[config.mk]
export PLATFORM = sky130hd
export DESIGN_NAME = tccw_ctrl
export DESIGN_NICKNAME = d
export VERILOG_FILES = /design/src/design/tccw_pkg.sv /design/src/design/tccw_ctrl.sv
export SDC_FILE = /design/constraint.sdc
export NUM_CORES = 1
export LEC_CHECK = 0
export BUFFER_PORTS_ARGS = -buffer_cell sky130_fd_sc_hd__buf_4
export CAP_MARGIN = 40
export CORE_AREA = 5 5 42 44
export DETAILED_ROUTE_END_ITERATION = 10
export DIE_AREA = 0 0 47 49
export PLACE_DENSITY = 0.45
export SYNTH_ARGS = -nofsm -noshare
export SYNTH_HDL_FRONTEND = slang
export SYNTH_SLANG_ARGS = --single-unit
[constraint.sdc]
create_clock -name clk_i -period 1.75 [get_ports clk_i]
set_input_delay 0.35 -clock clk_i [delete_from_list [all_inputs] [get_ports clk_i]]
set_output_delay 0.35 -clock clk_i [all_outputs]
set_load 0.05 [all_outputs]
[src/design/tccw_pkg.sv]
`default_nettype none

package tccw_pkg;

  // Screen geometry
  localparam int COLUMNS    = 80;
  localparam int ROWS       = 25;
  localparam int CELL_COUNT = ROWS * COLUMNS;
  localparam int COPY_COUNT = (ROWS - 1) * COLUMNS;

  // Derived widths
  localparam int COL_W  = $clog2(COLUMNS);
  localparam int COLX_W = $clog2(COLUMNS + 8);
  localparam int ROW_W  = $clog2(ROWS);
  localparam int ROWX_W = $clog2(ROWS + 1);
  localparam int ADDR_W = $clog2(CELL_COUNT);
  localparam int CNT_W  = $clog2(CELL_COUNT + 1);

  // Field widths
  localparam int FUNC_W  = 2;
  localparam int CHAR_W  = 8;
  localparam int COLOR_W = 4;
  localparam int INDEX_W = 11;
  localparam int LOC_W   = 11;
  localparam int CELL_W  = 16;
  localparam int ATTR_W  = 8;

  // Configuration port
  localparam int APB_AW    = 3;
  localparam int APB_DW    = 32;
  localparam int REG_IDX_W = 1;
  localparam logic [REG_IDX_W-1:0] REG_TEXT_ATTR  = 1'b0;
  localparam logic [REG_IDX_W-1:0] REG_BLANK_ATTR = 1'b1;

  // Operation codes
  localparam logic [FUNC_W-1:0] FUNC_PUT   = 2'd0;
  localparam logic [FUNC_W-1:0] FUNC_BLANK = 2'd1;
  localparam logic [FUNC_W-1:0] FUNC_CLEAR = 2'd2;
  localparam logic [FUNC_W-1:0] FUNC_READ  = 2'd3;

  // Character codes
  localparam logic [CHAR_W-1:0] CHAR_BS    = 8'h08;
  localparam logic [CHAR_W-1:0] CHAR_TAB   = 8'h09;
  localparam logic [CHAR_W-1:0] CHAR_LF    = 8'h0A;
  localparam logic [CHAR_W-1:0] CHAR_CR    = 8'h0D;
  localparam logic [CHAR_W-1:0] CHAR_SPACE = 8'h20;
  localparam logic [CHAR_W-1:0] CHAR_LAST  = 8'h7F;

  localparam int                 TAB_STEP   = 8;
  localparam logic [COLOR_W-1:0] BLANK_FG   = 4'hF;
  localparam logic [ATTR_W-1:0]  ATTR_RESET = 8'h0F;

  // Frame store sweep mode
  typedef enum logic [1:0] {
    SWEEP_NONE,
    SWEEP_COPY,
    SWEEP_FILL
  } sweep_e;

  // Controller to datapath
  typedef struct packed {
    logic   load_item;
    logic   commit;
    logic   cnt_clr;
    logic   cnt_inc;
    logic   fill_load;
    sweep_e sweep;
  } cmd_t;

  // Datapath to controller
  typedef struct packed {
    logic clear;
    logic scroll;
    logic copy_end;
    logic fill_end;
  } sts_t;

endpackage

`default_nettype wire

[src/design/tccw_ctrl.sv]
`default_nettype none

module tccw_ctrl (
  input  wire logic          clk_i,
  input  wire logic          rst_ni,
  input  wire logic          in_valid_i,
  output logic               in_ready_o,
  output logic               out_valid_o,
  input  wire logic          out_ready_i,
  input  wire tccw_pkg::sts_t sts_i,
  output tccw_pkg::cmd_t     cmd_o
);

  import tccw_pkg::*;

  typedef enum logic [1:0] {
    ST_FILL,
    ST_IDLE,
    ST_EXEC,
    ST_COPY
  } state_e;

  state_e state_q, state_d;
  logic   out_valid_q, out_valid_d;

  // Sequence one item at a time, then any sweep over the frame store
  always_comb begin
    cmd_o       = '0;
    state_d     = state_q;
    out_valid_d = out_valid_q && !out_ready_i;
    unique case (state_q)
      ST_IDLE: begin
        if (in_valid_i) begin
          cmd_o.load_item = 1'b1;
          state_d         = ST_EXEC;
        end
      end
      ST_EXEC: begin
        if (!out_valid_q || out_ready_i) begin
          cmd_o.commit    = 1'b1;
          cmd_o.fill_load = 1'b1;
          cmd_o.cnt_clr   = 1'b1;
          out_valid_d     = 1'b1;
          if (sts_i.clear) begin
            state_d = ST_FILL;
          end else if (sts_i.scroll) begin
            state_d = ST_COPY;
          end else begin
            state_d = ST_IDLE;
          end
        end
      end
      ST_COPY: begin
        cmd_o.sweep = SWEEP_COPY;
        if (sts_i.copy_end) begin
          state_d = ST_FILL;
        end else begin
          cmd_o.cnt_inc = 1'b1;
        end
      end
      ST_FILL: begin
        cmd_o.sweep = SWEEP_FILL;
        if (sts_i.fill_end) begin
          state_d = ST_IDLE;
        end else begin
          cmd_o.cnt_inc = 1'b1;
        end
      end
    endcase
  end

  // State and output valid; reset starts with a blanking pass
  always_ff @(posedge clk_i or negedge rst_ni) begin
    if (!rst_ni) begin
      state_q     <= ST_FILL;
      out_valid_q <= 1'b0;
    end else begin
      state_q     <= state_d;
      out_valid_q <= out_valid_d;
    end
  end

  assign in_ready_o  = (state_q == ST_IDLE);
  assign out_valid_o = out_valid_q;

endmodule

`default_nettype wire

* Yosys cells after proc, flatten, opt, wreduce, memory -nomap -nowiden
Index checks and enable logic that the tools add are counted.
** Word-level totals
- Logic and storage cells :: 34
- ROM bits :: 0
- Input bits :: 8
- Memories :: 0
- Flip-flop bits (word level) :: 3
- Latch bits :: 0
- Memory bits (writable) :: 0
** Cells by class
- Shift-type cells :: 0
- Bitwise logic cells :: 0
- Eq/ne operators :: 7
- Multiplexer cells :: 19
- Add/sub/neg operators :: 0
- Multipliers :: 0
- Magnitude comparators :: 0
- Div/mod/pow operators :: 0
- Reductions and logical operators :: 6
** Operator list (number)
- 2-bit two-way mux :: 8
- 1-bit two-way mux :: 8
- 2-bit != test, second input constant :: 4
- 2-bit one-hot mux with 4 select lines :: 1
- 2-bit equality test, second input constant :: 2
- 2-bit one-hot mux with 2 select lines :: 1
- 4-bit AND reduction :: 1
- 2-bit by 1-bit equality test with 1-bit output, second input constant :: 1
- 1-bit logical NOT :: 2
- 2-bit logical NOT :: 1
- 1-bit one-hot mux with 2 select lines :: 1
- 1-bit logical AND :: 1
- 1-bit logical OR :: 1

* Depth between registers and ports, before layout
- Depth in word-level cells :: 4
- Gate-level depth with buffers :: 5

* Least setup slack after synthesis
Ideal clock, no wire load.
- Path type :: flip-flop to output port
- Start point :: reg state_q[0]
- End point :: out cmd_o[3] (netlist name)
- Buffers on the path :: 0
- Stages on the path, launching flop included :: 4
- Path slack :: -0.163 ns
- Arrival :: 1.563 ns
- Path through :: dfrtp_1 inv_1 ha_1 a21oi_1
** RTL lines
- start: declaration :: RTL line tccw_ctrl.sv:23 : state_e state_q, state_d;
- start signal: assignment :: RTL line tccw_ctrl.sv:78 : state_q <= state_d;
- end: declaration :: RTL line tccw_ctrl.sv:11 : output tccw_pkg::cmd_t cmd_o

==> metrics.txt <==
Top Ports=17; clk_skew=0.000375 ns; router iterations before antenna repair=2; nets@finish=67; async set-or-reset flop fraction in the synthesized netlist=100%; slew margin rel.=92.0%; Remaining Overflow, GRT=0; Cell Area, Synth=302 um2; Core Area=1400 um2; sequential area share after synthesis=24.9%; clock slew at reported path FFs=0.04 ns; Fmax achieved=0.578 GHz; antenna viol nets, final=0; ys flop type=dfrtp_1; # clock sinks=3; first-pass GRT wire length=1200 um; Placement Rows=14; Synth Instances=29; Yosys top cell by area=dfrtp_1; Die Wd=47 um; starting DRC count in detailed routing=2; clock buffer depth=2; Max H-tree Level=1; status=finished, final reports clean; crit path DAT=1.38 ns; DIE AREA=2300 um2; Hold Crit Class=primary input to flop; GRT Util Overall=7.48%; Setup crit start=state_q[1]; CTS tree=yes; Clk Latency, worst-skew pair=0.24 ns; Vias/cell=4.13; post-synth cell types=17; Synth Area per Inst=10.4 um2; yosys warns=0; synthesis-to-layout area growth=85.9%; Max Cap Violations=0; Crit Path Category=flop to output pin; ANT cells=0; largest net degree at the start of global routing=7; RSZ-0062 raised after global routing=true; WP data required=1.40 ns; DRC errors left=0; Die Y=49 um; Post-Place Setup Slack=0.156 ns; Synth Net Count=43; Worst-Margin Slew=0.116 ns; final hold vios=0; DP Wirelength=586 um; R2R Path Start=state_q[1]; Hold Path Origin=out_ready_i; initial core utilization=21.5%; register bit count reported by yosys=3; synth cell count leaders=6 x ha_1, 3 x dfrtp_1, 3 x nand2b_1; via count=281; Port Buf Inserts=16; Final Max Tran Viols=0; crit path launch type=flop; most common cell in the synthesized netlist=ha_1; reg-to-reg setup timing slack=0.30 ns; Synth top area share=24.9%; setup ws final=0.0190 ns; top post-synthesis cells by area=dfrtp_1 25%, ha_1 25%, mux2i_1 6.6%; worst hold slack=0.418 ns; worst hold path depth=3; R2R depth=5; maximum fanout along the worst path=4; endpoint type of the worst setup path=output pin; Routability Congestion=0.689; hold endpoint=out_valid_o; Root Driver=clkbuf_4; Num CTS Buffers=3; RR Endpoint=state_q[0]; number of enable flip-flop cells after synthesis=0; Setup-failing EPs final=0; vias in the first global route=292; initial antenna violation count=0; wire per inst=12.9 um; Final period util=98.9%; minimum clock period=1.73 ns; fraction of layout cells with a size suffix above 1=73.1%; Total Routed Length=875 um
## state kept, by name (all words and copies together) (netlist names)
| signal | cells |
|---|---|
| state_q | 2 |
| out_valid_o | 1 |
## placed cells by master (no fill, tap or decap), types with 2 or more instances in the layout
cell type   n
dfrtp_2     2
buf_6       3
ha_4        3
inv_2       2
clkbuf_4    3
mux2i_1     2
buf_4      16
ha_1        2
nand2b_1    3
## area by class of cell
| cell class | count | area (um2) |
|---|---|---|
| Clock buffer | 4 | 26.3 |
| Fill cell | 147 | 841 |
| Inverter | 2 | 7.51 |
| Multi-Input combinational cell | 22 | 250 |
| Sequential cell | 3 | 77.6 |
| Tap cell | 16 | 20.0 |
| Timing Repair Buffer | 21 | 179 |
## worst max-delay path: stages, from the launching register on
cell and delay (ns):
dfrtp_2 0.42, ha_4 0.14, or2b_1 0.26, a21oi_2 0.16
buf_6 0.17
## metrics by stage
step / TNS (ns) / instance area (um2) / cells / util [%]
after floorplan: 0 / 309 / 29 / -
after global placement: 0 / 434 / 59 / 31.0
after detailed placement: 0 / 434 / 59 / 31.0
after CTS: -0.0874 / 497 / 65 / 35.4
after global routing: -0.0339 / 561 / 68 / 40.0
final: 0 / 561 / 68 / 40.0
## layer usage
| layer | part of all wire, % | track usage [%] | up-vias |
|---|---|---|---|
| met1 | 35 | 7.96 | 127 |
| met4 | 2.4 | 6.91 | 0 |
| met5 | 0 | 0 | - |
| met3 | 6.2 | 2.21 | 4 |
| li1 | - | - | 138 |
| met2 | 56 | 11.1 | 12 |
## worst max path at each step
stage	to	slack (ns)	cells after the start
after global routing	cmd_o[3]	-0.03	4
after floorplan	cmd_o[4]	0.05	4
after CTS	cmd_o[2]	-0.03	4
after global placement	cmd_o[2]	0.18	4
after detailed placement	cmd_o[2]	0.16	4
final	cmd_o[3]	0.02	4
## kinds of logic after synthesis
family | share of synthesized area, %
and+or+nand+nor | 27.4
AOI/OAI and AO/OA | 3.73
adders and majority gates | 24.9
muxes | 11.6
buffers and inverters | 7.47
DFF | 24.9
## what timing repair did
item                       4_1_cts  5_1_grt
setup endpoints to repair        4        4
resized for setup                6        9
pin swaps                        0        1
buffers inserted                 1        3
hold endpoints to repair         3        0
hold buffers                     1        0
Power is not shown: default switching activity piles up to over one toggle a cycle in this logic, so the estimate is an artifact.
